**config.mk**
```make
export PLATFORM = sky130hd
export DESIGN_NAME = best_fit_segment_allocator
export DESIGN_NICKNAME = d
export VERILOG_FILES = /design/src/rtl/bfsa_pkg.sv /design/src/rtl/bfsa_cell.sv /design/src/rtl/best_fit_segment_allocator.sv
export SDC_FILE = /design/constraint.sdc
export NUM_CORES = 2
export LEC_CHECK = 0
export BUFFER_PORTS_ARGS = -buffer_cell sky130_fd_sc_hd__buf_2
export CELL_PAD_IN_SITES_DETAIL_PLACEMENT = 0
export CELL_PAD_IN_SITES_GLOBAL_PLACEMENT = 1
export CORE_MARGIN = 2
export CORE_UTILIZATION = 40
export DETAILED_ROUTE_END_ITERATION = 10
export PLACE_DENSITY = 0.61
export REMOVE_ABC_BUFFERS = 1
export SETUP_SLACK_MARGIN = 0.15
export SYNTH_ARGS = -nofsm -noshare
export SYNTH_HDL_FRONTEND = slang
export SYNTH_HIERARCHICAL = 1
export SYNTH_SLANG_ARGS = --single-unit
```
**constraint.sdc**
```tcl
create_clock -name clk_i -period 80.3 [get_ports clk_i]
set_input_delay 16.06 -clock clk_i [delete_from_list [all_inputs] [get_ports clk_i]]
set_output_delay 16.06 -clock clk_i [all_outputs]
set_load 0.02 [all_outputs]
```
**src/rtl/bfsa_pkg.sv**
```systemverilog
// Shared codes and state types of the best-fit segment allocator.
package bfsa_pkg;

  localparam int unsigned ActionW = 2;
  localparam int unsigned StatusW = 3;

  typedef enum logic [ActionW-1:0] {
    ACT_ALLOC  = 2'd0,
    ACT_APPEND = 2'd1,
    ACT_FREE   = 2'd2,
    ACT_GROW   = 2'd3
  } action_e;

  typedef enum logic [StatusW-1:0] {
    ST_FIT      = 3'd0,
    ST_GROWN    = 3'd1,
    ST_NOFIT    = 3'd2,
    ST_APPENDED = 3'd3,
    ST_FREED    = 3'd4,
    ST_REFUSED  = 3'd5,
    ST_FULL     = 3'd6
  } status_e;

  typedef enum logic [2:0] {
    S_IDLE,
    S_ALIGN,
    S_SCAN,
    S_DECIDE,
    S_MODIFY,
    S_MERGE,
    S_RESP
  } state_e;

endpackage

```
**src/rtl/bfsa_cell.sv**
```systemverilog
// One segment slot of the rotating segment ring.
module bfsa_cell #(
  parameter int unsigned W = 49
) (
  input  logic         clk_i,
  input  logic         shift_i,
  input  logic [W-1:0] d_i,
  output logic [W-1:0] q_o
);

  logic [W-1:0] seg_q;

  always_ff @(posedge clk_i) begin
    if (shift_i) begin
      seg_q <= d_i;
    end
  end

  assign q_o = seg_q;

endmodule

```
**src/rtl/best_fit_segment_allocator.sv**
```systemverilog
// Top level of the best-fit segment allocator: request sequencer and segment ring.
//
// Requests arrive on the slave stream: tuser carries the action, tdata the
// request size, the segment index and the merge-back flag. Every request
// yields exactly one response beat on the master stream: tuser carries the
// status, tdata the segment index, payload offset and heap growth.
// The segment table lives in a ring of cells that rotates one slot per
// cycle while a pass runs; the sequencer sees only the head of the ring
// and writes the tail. A request rounds the size up to alignment, scans
// the table in one pass, decides and loads the response. A changed or
// inserted segment adds a pass; a free or a split adds a merge pass, and
// each neighbor merged adds one more such pass. One request is handled at
// a time; the next is taken in the cycle after the response is registered.
// A response waits in the output register while the receiver stalls; the
// block then takes the next request and holds its response until the first
// beat has left. Reset empties the table and clears the heap end at once.
module best_fit_segment_allocator #(
  parameter int unsigned MAX_SEGMENTS = 64,
  parameter int unsigned ALIGN_BYTES  = 8,
  parameter int unsigned HEADER_BYTES = 32,
  parameter int unsigned SIZE_BITS    = 24
) (
  input  logic                                clk_i,
  input  logic                                rst_ni,
  input  logic                                s_axis_tvalid_i,
  output logic                                s_axis_tready_o,
  // req_size, entry_index, merge_back
  input  logic [((SIZE_BITS+$clog2(MAX_SEGMENTS)+1+7)/8)*8-1:0] s_axis_tdata_i,
  // action
  input  logic [bfsa_pkg::ActionW-1:0]        s_axis_tuser_i,
  output logic                                m_axis_tvalid_o,
  input  logic                                m_axis_tready_i,
  // result_index, payload_offset, grow_bytes
  output logic [(($clog2(MAX_SEGMENTS)+2*SIZE_BITS+7)/8)*8-1:0] m_axis_tdata_o,
  // status
  output logic [bfsa_pkg::StatusW-1:0]        m_axis_tuser_o
);
  import bfsa_pkg::*;

  localparam int unsigned SW     = SIZE_BITS;
  localparam int unsigned IDX_W  = $clog2(MAX_SEGMENTS);
  localparam int unsigned CNT_W  = $clog2(MAX_SEGMENTS + 1);
  localparam int unsigned XW     = SW + 1;
  localparam int unsigned ALN_L  = $clog2(ALIGN_BYTES);
  localparam int unsigned RSH    = XW + ALN_L;
  localparam int unsigned IN_DW  = ((SW + IDX_W + 1 + 7) / 8) * 8;
  localparam int unsigned OUT_DW = ((IDX_W + 2 * SW + 7) / 8) * 8;
  localparam int unsigned OUT_PAD = OUT_DW - IDX_W - 2 * SW;

  localparam longint unsigned RECIP =
    ((64'd1 << RSH) + 64'(ALIGN_BYTES) - 64'd1) / 64'(ALIGN_BYTES);
  localparam logic [XW:0]   RECIP_C = (XW+1)'(RECIP);
  localparam logic [XW-1:0] ADD_C   = XW'(ALIGN_BYTES - 1);
  localparam logic [XW-1:0] ALN_C   = XW'(ALIGN_BYTES);

  localparam logic [SW+1:0] HDR_X  = (SW+2)'(HEADER_BYTES);
  localparam logic [SW+1:0] ALN_X  = (SW+2)'(ALIGN_BYTES);
  localparam logic [SW+1:0] MASK_X = {2'b00, {SW{1'b1}}};
  localparam logic [CNT_W-1:0] LAST_B = CNT_W'(MAX_SEGMENTS - 1);
  localparam logic [CNT_W-1:0] LAST_A = CNT_W'(MAX_SEGMENTS);
  localparam logic [CNT_W-1:0] FULL_C = CNT_W'(MAX_SEGMENTS);

  typedef struct packed {
    logic [SW-1:0] start;
    logic [SW-1:0] size;
    logic          free;
  } seg_t;

  localparam int unsigned SEG_W = $bits(seg_t);

  state_e state_q, state_d;

  seg_t ring_q [MAX_SEGMENTS];
  seg_t tail_d, head, c_q, c_d;
  logic shift;

  logic lag_q, lag_d, merged_q, merged_d, lag_cur, merged_cur;
  logic [CNT_W-1:0] p_q;
  logic pass_last;

  action_e act_q;
  logic [SW-1:0] req_q;
  logic [IDX_W-1:0] idx_q;
  logic back_q, mark_q;
  logic aph_q;
  logic [2*XW:0] prod_q;
  logic [XW-1:0] quo;
  logic [SW:0] asz_q;

  logic [CNT_W-1:0] cnt_q;
  logic [SW-1:0] heap_q;

  logic found_q, inrun_q, tfree_q;
  logic [SW-1:0] best_q, bstart_q, tsize_q, tstart_q, rsstart_q, mstart_q;
  logic [CNT_W-1:0] bi_q, rs_q, mi_q;

  logic mod_en_q, ins_en_q, mrg_en_q;
  logic [CNT_W-1:0] mod_pos_q, ins_pos_q, mrg_pos_q;
  seg_t mod_val_q, ins_val_q;

  status_e rstat_q;
  logic [IDX_W-1:0] rres_q;
  logic [SW-1:0] rpay_q, rgrow_q;

  logic ov_q;
  status_e ostat_q;
  logic [IDX_W-1:0] ores_q;
  logic [SW-1:0] opay_q, ogrow_q;

  logic in_acc, resp_load;
  logic [CNT_W-1:0] idx_c;

  // Decision results.
  logic pl_mod, pl_ins, pl_mrg, pl_cnt_inc, pl_heap_en;
  logic [CNT_W-1:0] pl_mod_pos, pl_ins_pos, pl_mrg_pos;
  seg_t pl_mod_val, pl_ins_val;
  logic [SW-1:0] pl_heap;
  status_e pl_stat;
  logic [CNT_W-1:0] pl_res;
  logic [SW-1:0] pl_pay, pl_grow;

  assign in_acc    = s_axis_tvalid_i && s_axis_tready_o;
  assign resp_load = (state_q == S_RESP) && (!ov_q || m_axis_tready_i);
  assign s_axis_tready_o = (state_q == S_IDLE);
  assign idx_c = CNT_W'(idx_q);
  assign quo = XW'(prod_q >> RSH);

  assign shift = (state_q == S_SCAN) || (state_q == S_MODIFY) || (state_q == S_MERGE);
  assign pass_last = (state_q == S_MERGE) ? (p_q == LAST_A) : (p_q == LAST_B);
  assign head = ring_q[0];

  genvar g;
  generate
    for (g = 0; g < MAX_SEGMENTS; g++) begin : g_ring
      seg_t nb;
      if (g == MAX_SEGMENTS - 1) begin : g_tail
        assign nb = tail_d;
      end else begin : g_mid
        assign nb = ring_q[g+1];
      end
      bfsa_cell #(.W(SEG_W)) u_cell (
        .clk_i  (clk_i),
        .shift_i(shift),
        .d_i    (nb),
        .q_o    (ring_q[g])
      );
    end
  endgenerate

  always_comb begin
    state_d = state_q;
    unique case (state_q)
      S_IDLE:   if (in_acc) state_d = S_ALIGN;
      S_ALIGN:  if (aph_q) state_d = S_SCAN;
      S_SCAN:   if (pass_last) state_d = S_DECIDE;
      S_DECIDE: begin
        if (pl_mod || pl_ins) state_d = S_MODIFY;
        else if (pl_mrg) state_d = S_MERGE;
        else state_d = S_RESP;
      end
      S_MODIFY: if (pass_last) state_d = mrg_en_q ? S_MERGE : S_RESP;
      S_MERGE:  if (pass_last) state_d = merged_d ? S_MERGE : S_RESP;
      S_RESP:   if (resp_load) state_d = S_IDLE;
      default:  state_d = S_IDLE;
    endcase
  end

  // Ring tail, spare slot and pass mode.
  always_comb begin
    lag_cur    = (p_q == '0) ? (state_q == S_MERGE) : lag_q;
    merged_cur = (p_q == '0) ? 1'b0 : merged_q;
    tail_d   = head;
    c_d      = c_q;
    lag_d    = lag_cur;
    merged_d = merged_cur;
    if (state_q == S_MERGE) begin
      if (lag_cur) begin
        if (p_q == mrg_pos_q + 1'b1 && p_q < cnt_q && head.free) begin
          tail_d.start = c_q.start;
          tail_d.size  = SW'({2'b00, c_q.size} + {2'b00, head.size} + HDR_X);
          tail_d.free  = c_q.free;
          lag_d    = 1'b0;
          merged_d = 1'b1;
        end else begin
          tail_d = c_q;
          c_d    = head;
        end
      end
    end else if (lag_cur) begin
      tail_d = c_q;
      c_d    = head;
    end else begin
      if (state_q == S_SCAN && mark_q && p_q == idx_c) begin
        tail_d.free = 1'b1;
      end
      if (state_q == S_MODIFY && mod_en_q && p_q == mod_pos_q) begin
        tail_d = mod_val_q;
      end
      if (state_q == S_MODIFY && ins_en_q && p_q == ins_pos_q) begin
        tail_d = ins_val_q;
        c_d    = head;
        lag_d  = 1'b1;
      end
    end
  end

  // Request decision after the scan.
  always_comb begin
    logic [SW+1:0] asz_x, d_x, need_x, heap_x;
    logic grow_ok;
    asz_x  = {1'b0, asz_q};
    heap_x = {2'b00, heap_q};
    d_x    = asz_x - {2'b00, tsize_q};
    need_x = HDR_X + asz_x;
    grow_ok = (cnt_q != '0) && (asz_x > {2'b00, tsize_q}) && (asz_x <= MASK_X) &&
              ((heap_x + d_x) <= MASK_X);
    pl_mod = 1'b0;
    pl_ins = 1'b0;
    pl_mrg = 1'b0;
    pl_cnt_inc = 1'b0;
    pl_heap_en = 1'b0;
    pl_mod_pos = bi_q;
    pl_ins_pos = bi_q + 1'b1;
    pl_mrg_pos = bi_q + 1'b1;
    pl_mod_val = '{start: bstart_q, size: asz_q[SW-1:0], free: 1'b0};
    pl_ins_val = '{start: SW'({2'b00, bstart_q} + HDR_X + asz_x),
                   size: SW'({2'b00, best_q} - asz_x - HDR_X), free: 1'b1};
    pl_heap = SW'(heap_x + d_x);
    pl_stat = ST_REFUSED;
    pl_res  = '0;
    pl_pay  = '0;
    pl_grow = '0;
    unique case (act_q)
      ACT_ALLOC: begin
        if (found_q) begin
          pl_mod  = 1'b1;
          pl_stat = ST_FIT;
          pl_res  = bi_q;
          pl_pay  = SW'({2'b00, bstart_q} + HDR_X);
          if (cnt_q < FULL_C && {2'b00, best_q} >= ALN_X + asz_x + HDR_X) begin
            pl_ins = 1'b1;
            pl_mrg = 1'b1;
            pl_cnt_inc = 1'b1;
          end else begin
            pl_mod_val = '{start: bstart_q, size: best_q, free: 1'b0};
          end
        end else if (tfree_q && grow_ok) begin
          pl_mod     = 1'b1;
          pl_mod_pos = cnt_q - 1'b1;
          pl_mod_val = '{start: tstart_q, size: asz_q[SW-1:0], free: 1'b0};
          pl_heap_en = 1'b1;
          pl_stat = ST_GROWN;
          pl_res  = cnt_q - 1'b1;
          pl_pay  = SW'({2'b00, tstart_q} + HDR_X);
          pl_grow = SW'(d_x);
        end else begin
          pl_stat = ST_NOFIT;
        end
      end
      ACT_APPEND: begin
        if (cnt_q >= FULL_C) begin
          pl_stat = ST_FULL;
        end else if (asz_x > MASK_X || heap_x + need_x > MASK_X) begin
          pl_stat = ST_REFUSED;
        end else begin
          pl_ins     = 1'b1;
          pl_ins_pos = cnt_q;
          pl_ins_val = '{start: heap_q, size: asz_q[SW-1:0], free: 1'b0};
          pl_cnt_inc = 1'b1;
          pl_heap_en = 1'b1;
          pl_heap    = SW'(heap_x + need_x);
          pl_stat = ST_APPENDED;
          pl_res  = cnt_q;
          pl_pay  = SW'(heap_x + HDR_X);
          pl_grow = SW'(need_x);
        end
      end
      ACT_FREE: begin
        if (idx_c < cnt_q) begin
          pl_mrg     = 1'b1;
          pl_mrg_pos = mi_q;
          pl_stat = ST_FREED;
          pl_res  = mi_q;
          pl_pay  = SW'({2'b00, mstart_q} + HDR_X);
        end
      end
      ACT_GROW: begin
        if (idx_c < cnt_q && idx_c + 1'b1 == cnt_q) begin
          pl_mod     = 1'b1;
          pl_mod_pos = idx_c;
          if (grow_ok) begin
            pl_mod_val = '{start: tstart_q, size: asz_q[SW-1:0], free: 1'b0};
            pl_heap_en = 1'b1;
            pl_stat = ST_GROWN;
            pl_res  = idx_c;
            pl_pay  = SW'({2'b00, tstart_q} + HDR_X);
            pl_grow = SW'(d_x);
          end else begin
            pl_mod_val = '{start: tstart_q, size: tsize_q, free: 1'b0};
          end
        end
      end
      default: pl_stat = ST_REFUSED;
    endcase
  end

  always_ff @(posedge clk_i or negedge rst_ni) begin
    if (!rst_ni) begin
      state_q  <= S_IDLE;
      cnt_q    <= '0;
      heap_q   <= '0;
      ov_q     <= 1'b0;
      p_q      <= '0;
      lag_q    <= 1'b0;
      merged_q <= 1'b0;
    end else begin
      state_q <= state_d;
      if (shift) begin
        p_q      <= pass_last ? '0 : p_q + 1'b1;
        lag_q    <= lag_d;
        merged_q <= merged_d;
      end
      if (state_q == S_MERGE && merged_d && !merged_cur) begin
        cnt_q <= cnt_q - 1'b1;
      end
      if (state_q == S_DECIDE) begin
        if (pl_cnt_inc) cnt_q <= cnt_q + 1'b1;
        if (pl_heap_en) heap_q <= pl_heap;
      end
      if (resp_load) begin
        ov_q <= 1'b1;
      end else if (m_axis_tready_i) begin
        ov_q <= 1'b0;
      end
    end
  end

  always_ff @(posedge clk_i) begin
    if (shift) begin
      c_q <= c_d;
    end
    if (in_acc) begin
      act_q   <= action_e'(s_axis_tuser_i);
      req_q   <= s_axis_tdata_i[SW-1:0];
      idx_q   <= s_axis_tdata_i[SW+IDX_W-1:SW];
      back_q  <= s_axis_tdata_i[SW+IDX_W];
      mark_q  <= (action_e'(s_axis_tuser_i) == ACT_FREE) &&
                 (CNT_W'(s_axis_tdata_i[SW+IDX_W-1:SW]) < cnt_q);
      aph_q   <= 1'b0;
      found_q <= 1'b0;
      inrun_q <= 1'b0;
      tfree_q <= 1'b0;
    end
    if (state_q == S_ALIGN) begin
      if (!aph_q) begin
        prod_q <= (2*XW+1)'({1'b0, req_q} + ADD_C) * (2*XW+1)'(RECIP_C);
        aph_q  <= 1'b1;
      end else begin
        asz_q <= quo * ALN_C;
      end
    end
    if (state_q == S_SCAN && p_q < cnt_q) begin
      if (head.free && {1'b0, head.size} >= asz_q && (!found_q || head.size < best_q)) begin
        found_q  <= 1'b1;
        best_q   <= head.size;
        bi_q     <= p_q;
        bstart_q <= head.start;
      end
      if (p_q == cnt_q - 1'b1) begin
        tsize_q  <= head.size;
        tstart_q <= head.start;
        tfree_q  <= head.free;
      end
      if (p_q < idx_c) begin
        if (head.free) begin
          if (!inrun_q) begin
            rs_q      <= p_q;
            rsstart_q <= head.start;
            inrun_q   <= 1'b1;
          end
        end else begin
          inrun_q <= 1'b0;
        end
      end
      if (p_q == idx_c) begin
        if (back_q && inrun_q) begin
          mi_q     <= rs_q;
          mstart_q <= rsstart_q;
        end else begin
          mi_q     <= p_q;
          mstart_q <= head.start;
        end
      end
    end
    if (state_q == S_DECIDE) begin
      mod_en_q  <= pl_mod;
      ins_en_q  <= pl_ins;
      mrg_en_q  <= pl_mrg;
      mod_pos_q <= pl_mod_pos;
      ins_pos_q <= pl_ins_pos;
      mrg_pos_q <= pl_mrg_pos;
      mod_val_q <= pl_mod_val;
      ins_val_q <= pl_ins_val;
      rstat_q   <= pl_stat;
      rres_q    <= IDX_W'(pl_res);
      rpay_q    <= pl_pay;
      rgrow_q   <= pl_grow;
    end
    if (resp_load) begin
      ostat_q <= rstat_q;
      ores_q  <= rres_q;
      opay_q  <= rpay_q;
      ogrow_q <= rgrow_q;
    end
  end

  assign m_axis_tvalid_o = ov_q;
  assign m_axis_tuser_o  = ostat_q;
  generate
    if (OUT_PAD > 0) begin : g_pad
      assign m_axis_tdata_o = {{OUT_PAD{1'b0}}, ogrow_q, opay_q, ores_q};
    end else begin : g_nopad
      assign m_axis_tdata_o = {ogrow_q, opay_q, ores_q};
    end
  endgenerate

`ifndef NO_ASSERTIONS
  a_cnt_bound: assert property (@(posedge clk_i) disable iff (!rst_ni)
    cnt_q <= FULL_C) else $error("segment count above table size");
  a_scan_keeps_cnt: assert property (@(posedge clk_i) disable iff (!rst_ni)
    state_q == S_SCAN |=> cnt_q == $past(cnt_q)) else $error("count changed in scan");
  a_heap_grows: assert property (@(posedge clk_i) disable iff (!rst_ni)
    heap_q >= $past(heap_q)) else $error("heap end moved back");
  a_resp_status: assert property (@(posedge clk_i) disable iff (!rst_ni)
    m_axis_tvalid_o |-> m_axis_tuser_o <= ST_FULL) else $error("bad status code");
`endif

endmodule

```
==> results.toml <==
[power]
power.density_nw_per_um2 = 25.6
static-leakage-power_uw = 0.0592
combPwrFrac_pct = 0.1
p_int_uw = 3090
seqPwrFrac_pct = 54.9
switching_share_pct = 19.1
netSwitchingPower_uw = 728
ir_drop_uv = 19.4
p_clk_share_pct = 45.1

[cells_and_area]
multi_input_area_um2 = 18100
register_area_um2 = 111000
final_cells = 11697
syn_to_final_growth_pct = 14.0
drive_gt1_share_pct = 11.6
fillers = 27144
fin_util_pct = 45.9
nets = 7386

[global_route]
track_usage_pct = 15.6
grt_max_degree = 208
grt_pass1_wl_um = 389000
grt_overflow_total = 0
grt_pass1_vias = 58249
antenna_found_initial = 24

[timing]
period_share_pct = 22.6
max-slew-margin-rel_pct = -1.40
setup-violations-final = 0
fmax_mhz = 55.0
worst_slew_pin_slew_ns = 1.51
report.final.hold_viol_count = 0
tns_ns = 0
min_period_ns = 18.18
rsz0062_at_grt = "false"
finClkSkew_ns = 0.0464
whs_ns = 0.390
finalMaxSlewViolations = 2

[yosys]
synth_cell_types = 94
synth_area_um2 = 131000
synth_top_area_share_pct = 84.2
yosysMostFrequentCell = "edfxtp_1"
ys_warn_count = 6
async_reset_ff_share_pct = 1.19
synth_edf_count = 3663
synth_flop_cell = "edfxtp_1"
syn_inst = 6649
synth_seq_area_share_pct = 85.1
syn_avg_cell_area_um2 = 19.6
synth_top_cell_by_area = "edfxtp_1"
synth-seq-cells = 3711
synth_common_cells = "3663 x edfxtp_1, 312 x nand2_1, 284 x ha_1, 247 x nor2_1, 221 x a21oi_1"
synth_area_leaders = "edfxtp_1 84%, ha_1 2.7%, xnor2_1 1.2%"

[detailed_routing]
via_count = 59423
vias_per_cell = 5.08
drt_iter0_markers = 6199
drcViolationCount = 0
post_drt_wl_per_cell_um = 22.5
routed_wl_um = 264000
detail-route-antenna-nets = 0
firstDrtPassIters = 6

[worst_hold_path]
hp-class = "flip-flop to flip-flop"

[clock_tree]
htreeDepth = 5
cts_sinks = 3711
cts_tree = "yes"
clock_path_buffers = 4
cts_root_buffer = "clkbuf_16"
ctsResizeCount = 0
clkTransAtPathRegs_ns = 0.06
clkLatencyLatePin_ns = 0.93
hold_buffers = 0
postCtsSetupRepairBufs = 0
cts_buffers = 374

[floorplan]
pin_count = 99
fp.coreArea_um2 = 325000
start_util_pct = 40.2
die-area_um2 = 331000
rows = 209
die_h_um = 575
die_w_um = 575

[critical_path]
path_cells = "nor3_1 -> buf_2"
slowest_stage = "dfrtp_1"
cp-start-kind = "flip-flop"
timing.critical_path.buf_inv = 1
cp-end-kind = "primary output"
required_ns = 64.24
cp_top_family = "flip-flops"
worstPathArrival_ns = 2.12
critPathMaxFanout = 19
slowest_delay_ns = 0.59
path_class = "flip-flop to primary output"

[placement]
place_congestion = 0.885
hpwl_um = 162000
io_buffers = 95
post-place-cells = 11008

[flow_run]
max_cap_viol_count = 1

[status]
status = "finished with violations"
violations = "max-capacitance violations, max-slew violations"
-- sequential cells by signal, indices dropped and copies added (netlist names), 48 cells and up --
register / count
g_ring.u_cell/q_o: 3136
c_q: 49
mod_val_q: 48
ins_val_q: 49
-- cell type report --
type,instances,area share [%]
well taps,4325,3.63
clock buffers,429,6.48
inverters,176,0.453
diodes,9,0.0151
flip-flops and latches,3711,74.7
multi-input cells,2590,12.2
repair buffers,206,0.912
clock inverters,251,1.69
-- power by group through the flow --
stage                     clock network, uW  registers (uW)  logic, uW
after CTS                              1780            2090       2.09
after detailed placement                  0            2140       2.07
after floorplan                           0            2140      0.323
after global routing                   1850            2090       2.29
after global placement                    0            2140       2.07
final                                  1720            2100       2.02
-- kinds of logic (layout without fill, tap and decap cells) --
| group | count (synthesis) | count (layout) | share of synthesized area [%] |
|---|---|---|---|
| AO/OA/AOI/OAI | 924 | 924 | 4.67 |
| XOR/XNOR | 287 | 287 | 1.92 |
| adder cells (fa/ha/maj) | 289 | 289 | 2.80 |
| buffers and inverters | 349 | 1062 | 1.08 |
| flip-flops | 3711 | 3711 | 85.1 |
| multiplexers | 85 | 85 | 0.688 |
| other | 1 | 11 | 0.00287 |
| AND/OR/NAND/NOR | 1003 | 1003 | 3.70 |
-- worst paths after layout --
| check | startpoint | end | slack [ns] | depth (start not counted) |
|---|---|---|---|---|
| worst max-delay path | state_q[0] | s_axis_tready_o | 62.12 | 2 |
| worst min register to register | g_ring[36].u_cell/q_o[30] | g_ring[35].u_cell/q_o[30] | 0.39 | 0 |
| max in group asynchronous | rst_ni | heap_q[1] | 64.45 | 2 |
| min in group asynchronous | rst_ni | cnt_q[5] | 15.32 | 2 |
| worst min-delay path | g_ring[36].u_cell/q_o[30] | g_ring[35].u_cell/q_o[30] | 0.39 | 0 |
| worst max register to register | asz_q[3] | rpay_q[20] | 72.51 | 22 |
-- through the flow --
step / setup slack [ns] / cell area (um2) / power [uW]
floorplan: 12.84 / 130000 / 2140
global placement: 62.41 / 137000 / 2140
detailed placement: 62.36 / 137000 / 2140
CTS: 62.02 / 149000 / 3880
global route: 61.94 / 149000 / 3950
finish: 62.12 / 149000 / 3820
-- placed cells by master, fill, tap and decap left out, drive strengths merged, types with 53 or more instances in the layout --
master and count:
inv 192, nor2 248, clkbuf 429, nand3 112, xor2 112, edfxtp 3663, clkinv 180, o221ai 53
a21oi 221, nand2 313, nor3 62, a22oi 84, buf 206, ha 284, o21ai 216, xnor2 175
-- layer usage --
metal	track usage (%)	share of wire, %	up-vias
met5	0	0.0099	-
met4	5.21	3.2	4
met3	2.58	5.4	494
met2	22.1	42	1572
met1	24.4	49	30448
li1	-	-	26905
Power figures use the tool's default switching activity.
